[config.mk]
export PLATFORM = sky130hd
export DESIGN_NAME = char_lcd_nibble_command_sequencer
export DESIGN_NICKNAME = d
export VERILOG_FILES = /design/src/hdl/lcdns_pkg.sv /design/src/hdl/lcdns_front.sv /design/src/hdl/lcdns_queue.sv /design/src/hdl/lcdns_back.sv /design/src/hdl/char_lcd_nibble_command_sequencer.sv
export SDC_FILE = /design/constraint.sdc
export NUM_CORES = 1
export LEC_CHECK = 0
export BUFFER_PORTS_ARGS = -buffer_cell sky130_fd_sc_hd__buf_4
export CAP_MARGIN = 20
export CORE_ASPECT_RATIO = 0.9
export CORE_UTILIZATION = 56
export DETAILED_ROUTE_END_ITERATION = 12
export PLACE_DENSITY = 0.75
export SYNTH_ARGS = -nofsm -noshare
export SYNTH_HDL_FRONTEND = slang
export SYNTH_SLANG_ARGS = --single-unit
[constraint.sdc]
create_clock -name i_clk -period 3.1 [get_ports i_clk]
set_input_delay 0 -clock i_clk [delete_from_list [all_inputs] [get_ports i_clk]]
set_output_delay 0 -clock i_clk [all_outputs]
set_load 0.01 [all_outputs]
[src/hdl/lcdns_pkg.sv]
// Shared types, constants and lookup functions of the LCD nibble command sequencer.
package lcdns_pkg;

    localparam int WAIT_W      = 14;
    localparam int STEP_W      = 4;
    localparam int INIT_STEPS  = 12;
    localparam int QUEUE_DEPTH = 2;
    localparam int QPTR_W      = (QUEUE_DEPTH > 1) ? $clog2(QUEUE_DEPTH) : 1;
    localparam int QCNT_W      = $clog2(QUEUE_DEPTH + 1);

    localparam logic [STEP_W-1:0] INIT_LAST_STEP = STEP_W'(INIT_STEPS - 1);
    localparam logic [STEP_W-1:0] PAIR_LAST_STEP = STEP_W'(1);

    // DDRAM line start addresses and command codes
    localparam logic [7:0] LINE1_ADDR    = 8'h00;
    localparam logic [7:0] LINE2_ADDR    = 8'h40;
    localparam logic [7:0] LINE3_ADDR    = 8'h14;
    localparam logic [7:0] LINE4_ADDR    = 8'h54;
    localparam logic [7:0] SET_DDRAM_CMD = 8'h80;
    localparam logic [7:0] CLEAR_CMD     = 8'h01;

    // Waits in half-microsecond units
    localparam logic [WAIT_W-1:0] CHAR_WAIT_HI  = 14'd2;
    localparam logic [WAIT_W-1:0] CHAR_WAIT_LO  = 14'd76;
    localparam logic [WAIT_W-1:0] LINE_WAIT_HI  = 14'd1;
    localparam logic [WAIT_W-1:0] LINE_WAIT_LO  = 14'd80;
    localparam logic [WAIT_W-1:0] CLEAR_WAIT_HI = 14'd2;
    localparam logic [WAIT_W-1:0] CLEAR_WAIT_LO = 14'd3200;

    typedef enum logic [1:0] {
        REQ_INIT  = 2'd0,
        REQ_CHAR  = 2'd1,
        REQ_LINE  = 2'd2,
        REQ_CLEAR = 2'd3
    } t_req_kind;

    typedef enum logic {
        BK_IDLE = 1'b0,
        BK_RUN  = 1'b1
    } t_back_state;

    // Classified request handed from front to back
    typedef struct packed {
        t_req_kind  kind;
        logic [7:0] cmd_byte;
    } t_cmd;

    // Queue status seen by both sides
    typedef struct packed {
        logic full;
        logic empty;
    } t_q_status;

    function automatic logic [3:0] init_nibble(input logic [STEP_W-1:0] step);
        logic [3:0] nib;
        case (step)
            4'd0:    nib = 4'h3;
            4'd1:    nib = 4'h3;
            4'd2:    nib = 4'h3;
            4'd3:    nib = 4'h2;
            4'd4:    nib = 4'h2;
            4'd5:    nib = 4'hA;
            4'd6:    nib = 4'h0;
            4'd7:    nib = 4'hB;
            4'd8:    nib = 4'h0;
            4'd9:    nib = 4'hF;
            4'd10:   nib = 4'h0;
            4'd11:   nib = 4'h6;
            default: nib = 4'h0;
        endcase
        return nib;
    endfunction

    function automatic logic [WAIT_W-1:0] init_wait(input logic [STEP_W-1:0] step);
        logic [WAIT_W-1:0] w;
        case (step)
            4'd0:    w = 14'd8200;
            4'd1:    w = 14'd76;
            4'd2:    w = 14'd76;
            4'd3:    w = 14'd76;
            4'd4:    w = 14'd200;
            4'd5:    w = 14'd76;
            4'd6:    w = 14'd2;
            4'd7:    w = 14'd76;
            4'd8:    w = 14'd2;
            4'd9:    w = 14'd76;
            4'd10:   w = 14'd2;
            4'd11:   w = 14'd78;
            default: w = 14'd0;
        endcase
        return w;
    endfunction

endpackage

[src/hdl/lcdns_front.sv]
// Front end: takes requests, classifies them into command bytes, drops empty ones.
module lcdns_front (
    input  logic                 i_in_valid,
    output logic                 o_in_ready,
    input  logic [1:0]           i_req_type,
    input  logic [7:0]           i_char_code,
    input  logic [2:0]           i_line_number,
    input  lcdns_pkg::t_q_status i_q_status,
    output logic                 o_push,
    output lcdns_pkg::t_cmd      o_cmd
);

    logic       line_ok;
    logic [7:0] line_addr;

    always_comb begin
        line_ok   = 1'b1;
        line_addr = lcdns_pkg::LINE1_ADDR;
        case (i_line_number)
            3'd1:    line_addr = lcdns_pkg::LINE1_ADDR;
            3'd2:    line_addr = lcdns_pkg::LINE2_ADDR;
            3'd3:    line_addr = lcdns_pkg::LINE3_ADDR;
            3'd4:    line_addr = lcdns_pkg::LINE4_ADDR;
            default: line_ok   = 1'b0;
        endcase
    end

    always_comb begin
        o_cmd.kind     = lcdns_pkg::t_req_kind'(i_req_type);
        o_cmd.cmd_byte = i_char_code;
        case (o_cmd.kind)
            lcdns_pkg::REQ_LINE:  o_cmd.cmd_byte = lcdns_pkg::SET_DDRAM_CMD | line_addr;
            lcdns_pkg::REQ_CLEAR: o_cmd.cmd_byte = lcdns_pkg::CLEAR_CMD;
            default:              o_cmd.cmd_byte = i_char_code;
        endcase
    end

    // Drop a line request outside 1..4: accept it, queue nothing
    assign o_in_ready = !i_q_status.full;
    assign o_push     = i_in_valid && o_in_ready &&
                        !((o_cmd.kind == lcdns_pkg::REQ_LINE) && !line_ok);

endmodule

[src/hdl/lcdns_queue.sv]
// Short command queue between the front end and the transfer sequencer.
module lcdns_queue (
    input  logic                 i_clk,
    input  logic                 i_rst_n,
    input  logic                 i_push,
    input  lcdns_pkg::t_cmd      i_cmd,
    input  logic                 i_pop,
    output lcdns_pkg::t_cmd      o_cmd,
    output lcdns_pkg::t_q_status o_status
);

    lcdns_pkg::t_cmd                r_slot [lcdns_pkg::QUEUE_DEPTH];
    logic [lcdns_pkg::QPTR_W-1:0]   r_wptr, n_wptr;
    logic [lcdns_pkg::QPTR_W-1:0]   r_rptr, n_rptr;
    logic [lcdns_pkg::QCNT_W-1:0]   r_count, n_count;

    localparam logic [lcdns_pkg::QPTR_W-1:0] PTR_LAST =
        lcdns_pkg::QPTR_W'(lcdns_pkg::QUEUE_DEPTH - 1);
    localparam logic [lcdns_pkg::QCNT_W-1:0] CNT_FULL =
        lcdns_pkg::QCNT_W'(lcdns_pkg::QUEUE_DEPTH);

    always_comb begin
        n_wptr  = r_wptr;
        n_rptr  = r_rptr;
        n_count = r_count;
        if (i_push) begin
            n_wptr = (r_wptr == PTR_LAST) ? '0 : r_wptr + 1'b1;
        end
        if (i_pop) begin
            n_rptr = (r_rptr == PTR_LAST) ? '0 : r_rptr + 1'b1;
        end
        if (i_push && !i_pop) begin
            n_count = r_count + 1'b1;
        end else if (i_pop && !i_push) begin
            n_count = r_count - 1'b1;
        end
    end

    always_ff @(posedge i_clk) begin
        if (!i_rst_n) begin
            r_wptr  <= '0;
            r_rptr  <= '0;
            r_count <= '0;
        end else begin
            r_wptr  <= n_wptr;
            r_rptr  <= n_rptr;
            r_count <= n_count;
        end
    end

    always_ff @(posedge i_clk) begin
        if (i_push) begin
            r_slot[r_wptr] <= i_cmd;
        end
    end

    assign o_cmd          = r_slot[r_rptr];
    assign o_status.full  = (r_count == CNT_FULL);
    assign o_status.empty = (r_count == '0);

endmodule

[src/hdl/lcdns_back.sv]
// Back end: walks each queued command through its nibble transfers into the output register.
module lcdns_back (
    input  logic                       i_clk,
    input  logic                       i_rst_n,
    input  lcdns_pkg::t_cmd            i_cmd,
    input  lcdns_pkg::t_q_status       i_q_status,
    output logic                       o_pop,
    output logic                       o_out_valid,
    input  logic                       i_out_ready,
    output logic                       o_reg_select,
    output logic [3:0]                 o_nibble,
    output logic                       o_setup_half_us,
    output logic [lcdns_pkg::WAIT_W-1:0] o_wait_half_us,
    output logic                       o_last_transfer
);

    lcdns_pkg::t_back_state          r_state, n_state;
    lcdns_pkg::t_cmd                 r_cmd;
    logic [lcdns_pkg::STEP_W-1:0]    r_step;

    logic                            r_out_valid;
    logic                            r_rs;
    logic [3:0]                      r_nib;
    logic                            r_setup;
    logic [lcdns_pkg::WAIT_W-1:0]    r_wait;
    logic                            r_last;

    logic                            adv;
    logic                            x_rs;
    logic [3:0]                      x_nib;
    logic                            x_setup;
    logic [lcdns_pkg::WAIT_W-1:0]    x_wait;
    logic                            x_last;

    // Current transfer from the held command and step
    always_comb begin
        x_rs    = 1'b0;
        x_setup = 1'b0;
        x_nib   = r_step[0] ? r_cmd.cmd_byte[3:0] : r_cmd.cmd_byte[7:4];
        x_last  = (r_step == lcdns_pkg::PAIR_LAST_STEP);
        x_wait  = '0;
        case (r_cmd.kind)
            lcdns_pkg::REQ_INIT: begin
                x_nib  = lcdns_pkg::init_nibble(r_step);
                x_wait = lcdns_pkg::init_wait(r_step);
                x_last = (r_step == lcdns_pkg::INIT_LAST_STEP);
            end
            lcdns_pkg::REQ_CHAR: begin
                x_rs    = 1'b1;
                x_setup = 1'b1;
                x_wait  = r_step[0] ? lcdns_pkg::CHAR_WAIT_LO : lcdns_pkg::CHAR_WAIT_HI;
            end
            lcdns_pkg::REQ_LINE: begin
                x_wait = r_step[0] ? lcdns_pkg::LINE_WAIT_LO : lcdns_pkg::LINE_WAIT_HI;
            end
            default: begin
                x_wait = r_step[0] ? lcdns_pkg::CLEAR_WAIT_LO : lcdns_pkg::CLEAR_WAIT_HI;
            end
        endcase
    end

    // Outputs of the sequencer state machine
    always_comb begin
        adv   = (r_state == lcdns_pkg::BK_RUN) && (!r_out_valid || i_out_ready);
        o_pop = 1'b0;
        case (r_state)
            lcdns_pkg::BK_IDLE: o_pop = !i_q_status.empty;
            lcdns_pkg::BK_RUN:  o_pop = adv && x_last && !i_q_status.empty;
            default:            o_pop = 1'b0;
        endcase
    end

    // Next state
    always_comb begin
        n_state = r_state;
        case (r_state)
            lcdns_pkg::BK_IDLE: begin
                if (!i_q_status.empty) begin
                    n_state = lcdns_pkg::BK_RUN;
                end
            end
            lcdns_pkg::BK_RUN: begin
                if (adv && x_last && i_q_status.empty) begin
                    n_state = lcdns_pkg::BK_IDLE;
                end
            end
            default: n_state = lcdns_pkg::BK_IDLE;
        endcase
    end

    always_ff @(posedge i_clk) begin
        if (!i_rst_n) begin
            r_state     <= lcdns_pkg::BK_IDLE;
            r_step      <= '0;
            r_out_valid <= 1'b0;
        end else begin
            r_state <= n_state;
            if (o_pop) begin
                r_step <= '0;
            end else if (adv) begin
                r_step <= r_step + 1'b1;
            end
            if (adv) begin
                r_out_valid <= 1'b1;
            end else if (i_out_ready) begin
                r_out_valid <= 1'b0;
            end
        end
    end

    always_ff @(posedge i_clk) begin
        if (o_pop) begin
            r_cmd <= i_cmd;
        end
        if (adv) begin
            r_rs    <= x_rs;
            r_nib   <= x_nib;
            r_setup <= x_setup;
            r_wait  <= x_wait;
            r_last  <= x_last;
        end
    end

    assign o_out_valid     = r_out_valid;
    assign o_reg_select    = r_rs;
    assign o_nibble        = r_nib;
    assign o_setup_half_us = r_setup;
    assign o_wait_half_us  = r_wait;
    assign o_last_transfer = r_last;

    a_no_pop_empty: assert property (@(posedge i_clk) disable iff (!i_rst_n)
        !(o_pop && i_q_status.empty))
        else $error("command popped from empty queue");

    a_pair_step: assert property (@(posedge i_clk) disable iff (!i_rst_n)
        (r_state == lcdns_pkg::BK_RUN && r_cmd.kind != lcdns_pkg::REQ_INIT)
        |-> (r_step <= lcdns_pkg::PAIR_LAST_STEP))
        else $error("two-transfer command ran past its last step");

    a_init_step: assert property (@(posedge i_clk) disable iff (!i_rst_n)
        (r_state == lcdns_pkg::BK_RUN && r_cmd.kind == lcdns_pkg::REQ_INIT)
        |-> (r_step <= lcdns_pkg::INIT_LAST_STEP))
        else $error("init sequence ran past its last step");

    a_idle_after_last: assert property (@(posedge i_clk) disable iff (!i_rst_n)
        (r_state == lcdns_pkg::BK_IDLE && !$past(r_state == lcdns_pkg::BK_IDLE) && r_out_valid)
        |-> r_last)
        else $error("sequencer went idle before the final transfer");

endmodule

[src/hdl/char_lcd_nibble_command_sequencer.sv]
// Top level of the character LCD nibble command sequencer (4-bit interface).
//
// Turns each request (initialize, write character, set line address, clear
// display) into a run of nibble transfers, each carrying the RS level, the
// nibble for D7..D4, the data setup before enable and the wait after the
// enable pulse, both in half-microsecond units; the final transfer of a
// request is flagged with o_last_transfer. Initialize gives 12 transfers, the
// other requests give 2, and a line request with a line number outside 1 to 4
// is accepted and gives none. A front end classifies each request into a
// command byte and pushes it into a two-entry queue; a back-end sequencer
// pops commands and emits one transfer per cycle into a registered output
// while the output side keeps taking them, and the sequencer moves straight
// from the last transfer of one request to the first of the next. Requests
// are taken while the queue has room, so up to two requests can be waiting
// behind the one in flight; a request taken into an empty block passes
// through the queue slot and the held command register before its first
// transfer reaches the output register. Stalls on the output hold the current
// transfer and stall only the back end; the front keeps filling the queue.
module char_lcd_nibble_command_sequencer (
    input  logic        i_clk,
    input  logic        i_rst_n,
    input  logic        i_in_valid,
    output logic        o_in_ready,
    input  logic [1:0]  i_req_type,
    input  logic [7:0]  i_char_code,
    input  logic [2:0]  i_line_number,
    output logic        o_out_valid,
    input  logic        i_out_ready,
    output logic        o_reg_select,
    output logic [3:0]  o_nibble,
    output logic        o_setup_half_us,
    output logic [13:0] o_wait_half_us,
    output logic        o_last_transfer
);

    lcdns_pkg::t_cmd      front_cmd;
    lcdns_pkg::t_cmd      head_cmd;
    lcdns_pkg::t_q_status q_status;
    logic                 push;
    logic                 pop;

    // Classify the request and decide whether it queues anything
    lcdns_front u_front (
        .i_in_valid    (i_in_valid),
        .o_in_ready    (o_in_ready),
        .i_req_type    (i_req_type),
        .i_char_code   (i_char_code),
        .i_line_number (i_line_number),
        .i_q_status    (q_status),
        .o_push        (push),
        .o_cmd         (front_cmd)
    );

    // Hold classified commands so front and back stall independently
    lcdns_queue u_queue (
        .i_clk    (i_clk),
        .i_rst_n  (i_rst_n),
        .i_push   (push),
        .i_cmd    (front_cmd),
        .i_pop    (pop),
        .o_cmd    (head_cmd),
        .o_status (q_status)
    );

    // Advance through the transfers of the head command
    lcdns_back u_back (
        .i_clk           (i_clk),
        .i_rst_n         (i_rst_n),
        .i_cmd           (head_cmd),
        .i_q_status      (q_status),
        .o_pop           (pop),
        .o_out_valid     (o_out_valid),
        .i_out_ready     (i_out_ready),
        .o_reg_select    (o_reg_select),
        .o_nibble        (o_nibble),
        .o_setup_half_us (o_setup_half_us),
        .o_wait_half_us  (o_wait_half_us),
        .o_last_transfer (o_last_transfer)
    );

endmodule
# ---- Word level (Yosys, flattened, before mapping)
# Memory sizes are Yosys's and may differ from the RTL's. A register that Yosys moved wholly into a read port is not among the register bits.
# Cells that the tools add are included.
dict set report totals {
  register_bits 30
  mem_bits_ro 160
  input_bits 17
  output_inout_bits 23
  ramBits 20
  n_memories 3
  elab_cells 81
}
# memory depth width rd rd_clocked_by_memory_dff wr line
set memory_table {}
lappend memory_table {{(no name shown)} 16 6 1 1 0 lcdns_pkg.sv:76} ;# case (step)
lappend memory_table {{(no name shown)} 16 4 1 1 0 lcdns_pkg.sv:56} ;# case (step)
lappend memory_table {u_queue.r_slot 2 10 1 1 1 lcdns_queue.sv:12} ;# lcdns_pkg::t_cmd r_slot [lcdns_pkg::QUEUE_DEPTH];
dict set report classes {
  bitwise 2
  reduce_logical 23
  add_sub_neg 5
  n_eq_ne 11
  mux 27
}
# op count
set ops {}
lappend ops {{14-bit case mux with 3 select lines} 1}
lappend ops {{4-bit two-way mux} 6}
lappend ops {{7-bit case mux with 3 select lines} 1}
lappend ops {{8-bit case mux with 2 select lines} 1}
lappend ops {{7-bit two-way mux} 2}
lappend ops {{12-bit two-way mux} 1}
lappend ops {{1-bit two-way mux} 11}
lappend ops {{1-bit logical AND} 9}
lappend ops {{2-bit equality test, second input constant} 4}
lappend ops {{1-bit zero test} 7}
lappend ops {{3-bit by 2-bit equality test with 1-bit output, second input constant} 2}
lappend ops {{4-bit by 1-bit adder with 4-bit output, second input constant} 1}
lappend ops {{4-bit by 1-bit equality test with 1-bit output, second input constant} 1}
lappend ops {{4-bit equality test, second input constant} 1}
lappend ops {{2-bit zero test} 2}
lappend ops {{2-bit two-way mux} 2}
lappend ops {{1-bit case mux with 2 select lines} 2}
lappend ops {{2-bit nonzero test} 2}
lappend ops {{4-bit OR reduction} 1}
lappend ops {{3-bit by 1-bit equality test with 1-bit output, second input constant} 1}
lappend ops {{3-bit equality test, second input constant} 1}
lappend ops {{1-bit adder, second input constant} 2}
lappend ops {{2-bit by 1-bit adder with 2-bit output, second input constant} 1}
lappend ops {{2-bit by 1-bit equality test with 1-bit output, second input constant} 1}
lappend ops {{4 further kinds} 5}

# ---- Longest topological paths before layout
# Gate-level depths: netlist of the first run.
dict set report depth {
  depth_word 11
  mapped_depth 10
  ltp_nobuf 9
}

# ---- By module
# A second synthesis of the first run with hierarchy kept.
dict set report hier_totals {
  cells_unflattened 237
  hier_area_um2 2946.6
}
# mod area_each_um2 seq_area_each_um2 cells_per_inst instances
set by_module_without_submodules {}
lappend by_module_without_submodules {lcdns_back 1860.5 1051.0 161 1}
lappend by_module_without_submodules {lcdns_queue 937.1 700.7 53 1}
lappend by_module_without_submodules {lcdns_front 148.9 0.0 23 1}

# ---- Worst setup path before layout of the first run
# Ideal clock, no wire load.
dict set report synth_path {
  path_kind {flip-flop to flip-flop}
  from {register, netlist name u_back.r_cmd[8]}
  to {register u_queue.r_count[1] (netlist name)}
  synth_period_minus_slack_ns 2.427
  n_path_buf 0
  arrival_time_ns 2.351
  setup_time_ns 0.076
  t_required_ns 3.024
  stages_incl_launch_ff 9
  path_slack_ns 0.673
  path_cell_list {edfxtp_1 -> nor2_4 -> mux2i_1 -> nand3_1 -> a21oi_2 -> inv_1 -> ha_1 -> or3_1 -> a21boi_0}
}
dict set report synth_via {
  elab_chain_cells 8
  word_cells_on_any_way 10
  classes_between {mux: 3; reduce/logical: 7}
}
# element line
set synth_lines {}
lappend synth_lines {{2-bit zero test *} lcdns_back.sv:42} ;# case (r_cmd.kind)
lappend synth_lines {{1-bit two-way mux *} lcdns_back.sv:42}
lappend synth_lines {{1-bit logical AND * (2 in series)} lcdns_back.sv:68} ;# lcdns_pkg::BK_RUN: o_pop = adv && x_last && !i_q_status.empty;
lappend synth_lines {{1-bit case mux with 2 select lines *} lcdns_back.sv:66} ;# case (r_state)
lappend synth_lines {{net pop} char_lcd_nibble_command_sequencer.sv:40} ;# logic pop;
lappend synth_lines {{1-bit zero test} lcdns_queue.sv:32} ;# if (i_push && !i_pop) begin
lappend synth_lines {{1-bit logical AND} lcdns_queue.sv:32}
lappend synth_lines {{2-bit two-way mux / 2-bit nonzero test (equally long branches)} n/a}
lappend synth_lines {{to (signal assigned)} lcdns_queue.sv:47} ;# r_count <= n_count;
lappend synth_lines {{to (decl)} lcdns_queue.sv:15} ;# logic [lcdns_pkg::QCNT_W-1:0] r_count, n_count;
# Mark *: on every way through the listed nets, which the timed path passes. The rest lies on a longest branch.
# A chain may end at the register's enable or synchronous reset.

# ---- Worst setup path after layout of the first run
dict set report layout_path {
  from {register, netlist name u_back.r_cmd[8]}
  to {register u_queue.r_count[1] (netlist name)}
}
dict set report layout_via {
  elab_chain_cells 8
  word_cells_on_any_way 10
  classes_between {mux: 3; reduce/logical: 7}
}
# element line
set layout_lines {}
lappend layout_lines {{2-bit zero test *} lcdns_back.sv:42}
lappend layout_lines {{1-bit two-way mux *} lcdns_back.sv:42}
lappend layout_lines {{1-bit logical AND * (2 in series)} lcdns_back.sv:68}
lappend layout_lines {{1-bit case mux with 2 select lines *} lcdns_back.sv:66}
lappend layout_lines {{net pop} char_lcd_nibble_command_sequencer.sv:40}
lappend layout_lines {{1-bit zero test} lcdns_queue.sv:32}
lappend layout_lines {{1-bit logical AND} lcdns_queue.sv:32}
lappend layout_lines {{2-bit two-way mux / 2-bit nonzero test (equally long branches)} n/a}
# Marks and branches as above.

==> key figures, run 1 <==
Yosys
  – Area fraction of the dominant cell type after synthesis: 0.4843
  – Flops & latches, synth: 64
  – Post-synthesis sequential area ratio: 0.6206
  – Post-synth top flop: edfxtp_1
  – Synth warnings: 0
  – Synth async-reset ratio: 0
  – Syn Std Cell Area: 2790 um^2
  – Synth cell types: 53
  – Most frequent cells after synthesis: edfxtp_1, dfxtp_1, nand2_1
  – Avg Inst Size Synth: 12.98 um^2
  – Post-synth EDFFs: 45
  – Mapped Cells: 215
  – Most common cell in the synthesized netlist: edfxtp_1
  – Top cells by area, synth: edfxtp_1, dfxtp_1, mux2_2
  – Yosys top cell by area: edfxtp_1

Detailed routing
  – DR iter-0 viols: 95
  – DRC: 0
  – Routed len/inst: 13.01 um
  – Post-DRT Antenna Nets: 0
  – DR vias: 1675
  – Drt total wl: 4216 um
  – DRT Pass-1 Iters: 4
  – Vias/cell: 5.170

Die
  – Chip width: 76.41 um
  – Core Area: 4604 um^2
  – I/O pins: 40
  – Die area: 5269 um^2
  – Starting density of the core: 0.6060
  – Std-Cell Rows: 23
  – Chip height: 68.97 um

Clocking
  – Sink Count: 64
  – TritonCTS clock tree: yes
  – TritonCTS Buffers: 9
  – Root Buffer: clkbuf_8
  – H-tree Lvls: 3
  – Worst-Skew Late Latency: 0.33 ns
  – Reg clk slew, reported paths: 0.07 ns
  – Largest buffer count on any clock path: 2

Worst setup path
  – Worst setup SP type: register
  – Max FO, Critical Path: 13
  – Worst Setup EP: u_queue.r_count[1]
  – Crit Path Class: reg2reg
  – CP Capture Type: register
  – Origin of the critical flop-to-flop path: u_back.r_cmd[8]
  – Worst EP arrival: 2.73 ns
  – CP Launch Point: u_back.r_cmd[8]
  – Reg2reg path depth: 8
  – Req. time, crit path: 3.34 ns
  – R2R setup slack: 0.61 ns
  – RR Endpoint: u_queue.r_count[1]

Pwr
  – Combinational power share: 0.264
  – Pwr per Cell Area: 886.7 nW/um^2
  – Int Power: 2117 uW
  – Total power: 2962 uW
  – Share of power burned in registers: 0.455
  – Clock power share: 0.280
  – P_leak: 0.001313 uW
  – Switching Power: 844.7 uW
  – Max VDD drop: 0.5014 mV
  – Sw frac: 0.2852

STA
  – Final number of setup-violating endpoints: 0
  – F_max: 401.5 MHz
  – Fin crit share: 0.8033
  – Relative slew slack: 0.3465
  – Unrepaired setup endpoints after global routing: no
  – Final Skew: 0.008939 ns
  – Fin crit period: 2.490 ns
  – Actual slew at the worst max-slew pin: 0.9782 ns
  – Final Hold Vio Count: 0
  – Slew Viols, Final: 0
  – Total Neg Setup Slack: 0 ns
  – Hold_ws: 0.01817 ns

Global routing
  – Global route total overflow: 0
  – Vias in the first global route: 1567
  – Initial antenna violation count: 0
  – GRT Util Overall: 0.1819
  – Wire length of the first global-routing pass: 6893 um
  – Largest net degree at the start of global routing: 16

Final layout
  – Non-filler cells, final: 324
  – ANT cells: 0
  – Layout cell share with drive strength beyond 1: 0.2824
  – Storage cell area: 1732 um^2
  – Cell area after layout: 3341 um^2
  – Fill cell count: 340
  – Layout Nets: 276
  – Area growth syn-to-layout: 19.73%
  – Area taken by multi-input logic gates: 944.7 um^2

Placed design
  – Dpl hpwl: 2837 um
  – DP Cell Count: 304
  – GPL Wtd Cong: 0.8190
  – Post-DP Area: 3065 um^2
  – Port bufs: 35

Job
  – Max-cap violation count: 0

Hold path
  – Hold Path Class: in2reg

Outcome
  – Run status: completed
-- cell usage in the layout, fill, tap and decap left out, drive strengths merged, types with 5 or more instances in the layout --
cell	n
nor2	9
xnor2	5
nand2	16
o21ai	14
nor2b	7
clkbuf	10
dfxtp	19
nand2b	5
inv	9
edfxtp	45
mux2	11
buf	37
a21oi	8
mux2i	7
and2	5
-- what timing repair did --
action | CTS | global route
endpoints found under the hold margin | 12 | 0
resized for setup | 0 | 0
setup buffers | 0 | 0
hold buffers | 4 | 0
-- layer usage --
layer	GRT usage	part of all wire	vias to the layer above
met5	0	0	-
met4	0.08654	0.0090	0
met3	0.07895	0.052	4
met2	0.3243	0.50	50
met1	0.1902	0.44	775
li1	-	-	846
-- worst max-delay path, cell delays in order, from the launching register on --
cell	delay [ns]
edfxtp_1	0.50
nor2_4	0.30
mux2i_1	0.30
nand3_1	0.16
a21oi_2	0.18
inv_1	0.06
ha_1	0.32
or3_1	0.37
a21boi_0	0.20
-- how the worst min path moves through the flow --
stage | end | cells past startpoint | from | slack, ns
after floorplan | u_queue.r_slot[0][8] | 0 | i_req_type[0] | 0.1
after global placement | u_queue.r_slot[1][8] | 1 | i_req_type[0] | 0.20
after detailed placement | u_queue.r_slot[1][8] | 1 | i_req_type[0] | 0.20
after CTS | u_queue.r_slot[1][5] | 2 | i_char_code[5] | 0.003
after global routing | u_queue.r_slot[0][3] | 2 | i_char_code[3] | 0.006
final | u_queue.r_slot[0][3] | 2 | i_char_code[3] | 0.02
-- kinds of logic (layout without fill, tap and decap cells) --
kind of cell	count (synthesis)	count (layout)	synth area share
AOI/OAI and AO/OA	40	40	0.09552
xor gates and xnor gates	9	9	0.03364
adders and majority gates	2	2	0.008967
buffers and inverters	22	66	0.04484
DFF	64	64	0.6206
muxes	18	18	0.06951
other	1	4	0.001344
and+or+nand+nor	59	59	0.1256
-- through the flow --
| step | setup slack [ns] | util |
|---|---|---|
| final | 0.6096 | 0.7255 |
| after floorplan | 0.6731 | - |
| after global routing | 0.4160 | 0.7255 |
| after global placement | 0.7534 | 0.6658 |
| after CTS | 0.5854 | 0.7255 |
| after detailed placement | 0.5980 | 0.6658 |
-- power by group through the flow --
| stage | Clock [uW] | Combinational (uW) | Sequential, uW |
|---|---|---|---|
| finish | 830 | 783 | 1350 |
| floorplan | 0 | 579 | 1340 |
| global placement | 0 | 777 | 1360 |
| global route | 892 | 868 | 1380 |
| CTS | 847 | 793 | 1350 |
| detailed placement | 0 | 784 | 1370 |
-- area by class of cell --
type | count | share of cell area
inverters | 9 | 0.01011
well taps | 62 | 0.02322
flip-flops and latches | 64 | 0.5184
clock buffers | 10 | 0.03820
repair buffers | 41 | 0.09513
clock inverters | 6 | 0.03221
multi-input cells | 132 | 0.2828
Note: power is estimated with default switching activity, not from simulation.
==> inputs of run 2 (changes only) <==
clock period = 2.3 ns   (was 3.1 ns; I/O delays follow)
==> run 2 against run 1 <==
  * Critical path depth up 1
  * Clock power is 2.7% higher
  * First-iteration DRC count is 4.2% lower
  * Via count rose by 4.1%
  * Sequential share of layout area down 0.37 points
  * Clock skew is 0.0013 ns lower
  * Combinational power up 56%
  * Register-to-register slack worse by 0.43 ns
  * Routed wire length increased by 6.4%
  * Count of clock-buffer cells in the layout decreased by 1
  * Largest cell class unchanged
==> key figures, run 2 (synthesis gave the netlist of run 1 again) <==
Job
  – Max-cap violation count: 0

Clocking
  – TritonCTS Buffers: 9
  – Reg clk slew, reported paths: 0.07 ns
  – TritonCTS clock tree: yes
  – Root Buffer: clkbuf_8
  – Worst-Skew Late Latency: 0.34 ns
  – H-tree Lvls: 3
  – Sink Count: 64
  – # Post-CTS Setup Buffers: 0
  – Largest buffer count on any clock path: 2

Final layout
  – Cell area after layout: 3364 um^2
  – Fill cell count: 316
  – ANT cells: 0
  – Most frequent cells in the layout: edfxtp_1, buf_4, dfxtp_1, nand2_1
  – Area taken by multi-input logic gates: 977.2 um^2
  – Commonest non-fill, non-tap cell in the layout: edfxtp_1
  – Layout Nets: 282
  – Area growth syn-to-layout: 20.58%
  – Non-filler cells, final: 330
  – Storage cell area: 1732 um^2
  – Layout cell share with drive strength beyond 1: 0.3097

Detailed routing
  – Vias/cell: 5.285
  – Post-DRT Antenna Nets: 0
  – Routed len/inst: 13.59 um
  – DR iter-0 viols: 91
  – Drt total wl: 4485 um
  – DR vias: 1744
  – DRT Pass-1 Iters: 4
  – DRC: 0

Worst setup path
  – CP Capture Type: register
  – Worst setup SP type: register
  – Crit Path Class: reg2reg
  – R2R setup slack: 0.18 ns
  – Max FO, Critical Path: 3
  – Worst EP arrival: 2.39 ns
  – Req. time, crit path: 2.56 ns

STA
  – Fin crit share: 0.9237
  – Final number of setup-violating endpoints: 0
  – F_max: 470.7 MHz
  – Final Skew: 0.007591 ns
  – Total Neg Setup Slack: 0 ns
  – Fin crit period: 2.125 ns
  – Actual slew at the worst max-slew pin: 0.5789 ns
  – Unrepaired setup endpoints after global routing: no
  – Slew Viols, Final: 0
  – Relative slew slack: 0.6136
  – Final Hold Vio Count: 0

Global routing
  – Initial antenna violation count: 0
  – GRT Util Overall: 0.1897
  – Vias in the first global route: 1642
  – Grt peak-use layer: met2
  – Wire length of the first global-routing pass: 7327 um
  – Global route total overflow: 0
  – Met1 Usage GRT: 0.2020
  – Met2 usage: 0.3446
  – Largest net degree at the start of global routing: 16
  – GR Util met3: 0.07632

Placed design
  – GPL Wtd Cong: 0.8072
  – Post-DP Area: 3123 um^2
  – Port bufs: 35
  – DP Cell Count: 309
  – Dpl hpwl: 3135 um

Pwr
  – Share of power burned in registers: 0.464
  – P_leak: 0.001314 uW
  – Sw frac: 0.3247
  – Combinational power share: 0.316
  – Switching Power: 1253 uW
  – Max VDD drop: 0.6106 mV
  – Pwr per Cell Area: 1147 nW/um^2
  – Clock power share: 0.221
  – Int Power: 2607 uW

Die
  – Core Area: 4604 um^2
  – Starting density of the core: 0.6060
  – I/O pins: 40
  – Die area: 5269 um^2
  – Chip height: 68.97 um
  – Chip width: 76.41 um
  – Std-Cell Rows: 23

Outcome
  – Run status: completed

Hold path
  – Hold Path Class: in2reg
==> run 2: what timing repair did <==
action	in CTS	in global routing
hold buffers	5	0
hold endpoints to repair	14	0
endpoints found under the setup margin	0	1
resized for setup	0	3
==> run 2: per-stage QoR <==
step / util / total power [uW] / setup slack [ns] / hold slack (ns)
4_1_cts: 0.7280 / 3856 / 0.09179 / 0.01077
6_report: 0.7307 / 3860 / 0.1755 / 0.02211
2_1_floorplan: - / 2617 / 0.02709 / 0.09887
5_1_grt: 0.7307 / 4082 / 0.04162 / 0.01322
3_3_place_gp: 0.6783 / 2956 / 0.2933 / 0.2001
3_5_place_dp: 0.6783 / 3004 / 0.1608 / 0.2001
==> run 2: critical path, stage by stage (launching register included) <==
cell and delay, ns:
edfxtp_1 0.43, nor2_4 0.18, mux2i_4 0.26, nand3_1 0.16
a21oi_4 0.15, inv_1 0.08, ha_4 0.15, xor2_1 0.14
or3_1 0.31, a21boi_1 0.17
==> run 2: cell type report <==
| cell class | count | area share |
|---|---|---|
| clock inverters | 7 | 0.01636 |
| inverters | 9 | 0.01004 |
| flip-flops and latches | 64 | 0.5147 |
| repair buffers | 47 | 0.1086 |
| well taps | 62 | 0.02306 |
| multi-input cells | 132 | 0.2904 |
| clock buffers | 9 | 0.03682 |
==> run 2: path summary, 6_finish.rpt <==
path / startpoint / to / cells after the start
setup / recovery: u_back.r_cmd[9] / u_queue.r_count[1] / 9
hold / removal: i_out_ready / u_back.o_out_valid / 3
setup reg to reg: u_back.r_cmd[9] / u_queue.r_count[1] / 9
hold reg to reg: register / u_back.o_wait_half_us[13] / 1
==> run 2: power by group through the flow <==
stage | Clock [uW] | Sequential, uW | Combinational, uW
floorplan | 0 | 1800 | 813
global placement | 0 | 1800 | 1160
detailed placement | 0 | 1820 | 1190
CTS | 864 | 1790 | 1200
global route | 924 | 1830 | 1330
finish | 852 | 1790 | 1220
==> run 2: routing by layer <==
layer	wire (um)	part of all wire	vias up
met2	2248	0.50	59
met4	49	0.011	0
met5	0	0	-
met3	245	0.055	7
li1	-	-	860
met1	1942	0.43	818
==> inputs of run 3 (changes only) <==
CELL_PAD_IN_SITES_DETAIL_PLACEMENT = 1   (was unset)
CELL_PAD_IN_SITES_GLOBAL_PLACEMENT = 1   (was unset)
CORE_UTILIZATION = 46   (was 56)
PLACE_DENSITY = 0.76   (was 0.75)
SYNTH_HIERARCHICAL = 1   (was unset)
==> run 3 against run 2 <==
  * Via count increased by 9.6%
  * Synthesized area is 5.6% higher
  * Sequential share of layout area decreased by 2.7 points
  * Hold slack lost 0.017 ns
  * Combinational power grew 8%
  * Sequential power increased by 2%
  * Power grew 10%
  * Critical path type unchanged
==> key figures, run 3 <==
Yosys
  – Largest family of logic cells by synthesized area: simple AND/OR/NAND/NOR gates
  – Synth cell types: 53
  – Synth warnings: 6
  – Post-synth top flop: edfxtp_1
  – Most frequent cells after synthesis: edfxtp_1, dfxtp_1, nand2_1
  – Post-synth EDFFs: 45
  – Avg Inst Size Synth: 12.43 um^2
  – Top cells by area, synth: edfxtp_1, dfxtp_1, mux2_2
  – Synth Area in Compound Gates: 0.09342
  – Post-Synth Adder-Cell Area: 0.008493
  – Area fraction of the dominant cell type after synthesis: 0.4586
  – Synth Area in Simple Gates: 0.1389
  – Xor/xnor share of the synthesized area: 0.04501
  – Mux contribution to synthesized area: 0.06242
  – Yosys top cell by area: edfxtp_1
  – Flops & latches, synth: 65
  – Mapped Cells: 237
  – Most common cell in the synthesized netlist: edfxtp_1
  – Synth async-reset ratio: 0
  – Post-synthesis sequential area ratio: 0.5945
  – Syn Std Cell Area: 2947 um^2

Global routing
  – Largest net degree at the start of global routing: 16
  – Global route total overflow: 0
  – GRT Util Overall: 0.1816
  – Vias in the first global route: 1988
  – Wire length of the first global-routing pass: 9080 um
  – Initial antenna violation count: 0

Final layout
  – Layout Nets: 305
  – Commonest non-fill, non-tap cell in the layout: buf_4
  – ANT cells: 0
  – Most frequent cells in the layout: buf_4, edfxtp_1, dfxtp_1, nand2_1, nor2_1
  – Layout cell share with drive strength beyond 1: 0.2955
  – Area growth syn-to-layout: 21.87%

STA
  – Relative slew slack: 0.5990
  – Actual slew at the worst max-slew pin: 0.6009 ns
  – Final Skew: 0.009574 ns
  – Slew Viols, Final: 0
  – Total Neg Setup Slack: 0 ns
  – Final number of setup-violating endpoints: 0
  – Fin crit period: 2.116 ns
  – F_max: 472.7 MHz
  – Fin crit share: 0.9199
  – Final Hold Vio Count: 0
  – Unrepaired setup endpoints after global routing: no

Worst setup path
  – Crit Path Class: reg2reg
  – Worst EP arrival: 2.39 ns
  – Max FO, Critical Path: 3
  – Req. time, crit path: 2.58 ns
  – Worst setup SP type: register
  – CP Capture Type: register

Die
  – Starting density of the core: 0.4792
  – Core Area: 6148 um^2
  – Chip height: 77.93 um
  – I/O pins: 40
  – Chip width: 86.37 um
  – Std-Cell Rows: 27
  – Die area: 6730 um^2

Clocking
  – H-tree Lvls: 3
  – Root Buffer: clkbuf_8
  – TritonCTS Buffers: 9
  – Post-CTS Resized: 0
  – Worst-Skew Late Latency: 0.35 ns
  – Sink Count: 65
  – TritonCTS clock tree: yes
  – Reg clk slew, reported paths: 0.08 ns
  – Largest buffer count on any clock path: 2

Placed design
  – Port bufs: 35
  – Dpl hpwl: 3846 um
  – GPL Wtd Cong: 0.7599

Pwr
  – Int Power: 2891 uW
  – Max VDD drop: 0.5274 mV
  – Share of power burned in registers: 0.432
  – Clock power share: 0.256
  – Pwr per Cell Area: 1182 nW/um^2
  – Combinational power share: 0.312
  – Total power: 4246 uW
  – P_leak: 0.001395 uW
  – Switching Power: 1355 uW
  – Sw frac: 0.3192

Detailed routing
  – DR iter-0 viols: 63
  – Drt total wl: 5469 um
  – Vias/cell: 5.056
  – DR vias: 1911
  – Routed len/inst: 14.47 um
  – DRT Pass-1 Iters: 4
  – Post-DRT Antenna Nets: 0
  – DRC: 0

Outcome
  – Run status: completed

Job
  – Max-cap violation count: 0

Hold path
  – Hold Path Class: in2reg
[run 3: cell types whose count changed after synthesis, moves of 3 or more]
cell,change
xnor2_1,+4
inv_1,+3
nor2_1,+7
a21boi_0,-3
buf_2,+5
buf_4,+3
[run 3: worst max-delay path, cell delays in order (launching register included)]
cell and delay (ns):
edfxtp_1 0.48, nor2_8 0.15, mux2i_1 0.30, o31a_1 0.25, nor2_4 0.05, inv_1 0.05, ha_1 0.25, or3_1 0.35
a21boi_1 0.16
[run 3: worst paths after layout]
check,slack [ns],startpoint,endpoint,cells past startpoint
max,0.18,u_back/r_cmd[9],u_queue/r_count[1],8
min,0.005,i_char_code[5],u_queue/r_slot[1][5],2
max reg2reg,0.18,u_back/r_cmd[9],u_queue/r_count[1],8
min reg2reg,0.51,register,u_back/o_nibble[0],2
[run 3: what timing repair did]
item / CTS / global route
hold buffers: 5 / 0
setup buffers: 0 / 1
hold endpoints to repair: 15 / 0
setup endpoints to repair: 0 / 1
[run 3: logic make-up (layout without fill, tap and decap cells)]
| family | after synthesis | in the layout |
|---|---|---|
| mux | 17 | 17 |
| flops | 65 | 65 |
| other cells | 1 | 4 |
| xor+xnor | 13 | 13 |
| simple gates | 70 | 70 |
| compound gates | 39 | 39 |
| buf+inv | 30 | 81 |
| fa+ha+maj | 2 | 2 |
[run 3: metal layers]
metal / track usage / up-vias / part of all wire
met5: 0 / - / 0
met1: 0.1951 / 917 / 0.42
met4: 0.09000 / 0 / 0.023
li1: - / 929 / -
met2: 0.3143 / 52 / 0.51
met3: 0.06489 / 13 / 0.048
[run 3: power by group through the flow]
| stage | Clock, uW | Sequential (uW) | Combinational [uW] |
|---|---|---|---|
| floorplan | 0 | 1830 | 886 |
| global placement | 0 | 1850 | 1260 |
| detailed placement | 0 | 1860 | 1300 |
| CTS | 1110 | 1840 | 1320 |
| global route | 1150 | 1870 | 1450 |
| finish | 1090 | 1830 | 1320 |
[run 3: cell type report]
type,instances,area (um^2)
fill,651,2557
sequential,65,1752
multi-input combinational,145,1049
timing repair buffer,53,410.4
clock buffer,9,123.9
tap,87,108.9
clock inverter,7,102.6
inverter,12,45.04
[run 3: stage by stage]
stage | util | area, um^2 | hold slack (ns) | setup slack, ns | cells
floorplan | - | 2965 | 0.1175 | 0.02828 | 240
global placement | 0.5379 | 3307 | 0.1989 | 0.2164 | 356
detailed placement | 0.5379 | 3307 | 0.2005 | 0.1125 | 356
CTS | 0.5828 | 3583 | 0.00004802 | 0.08634 | 377
global route | 0.5840 | 3591 | 0.0001800 | 0.03572 | 378
finish | 0.5840 | 3591 | 0.004659 | 0.1843 | 378
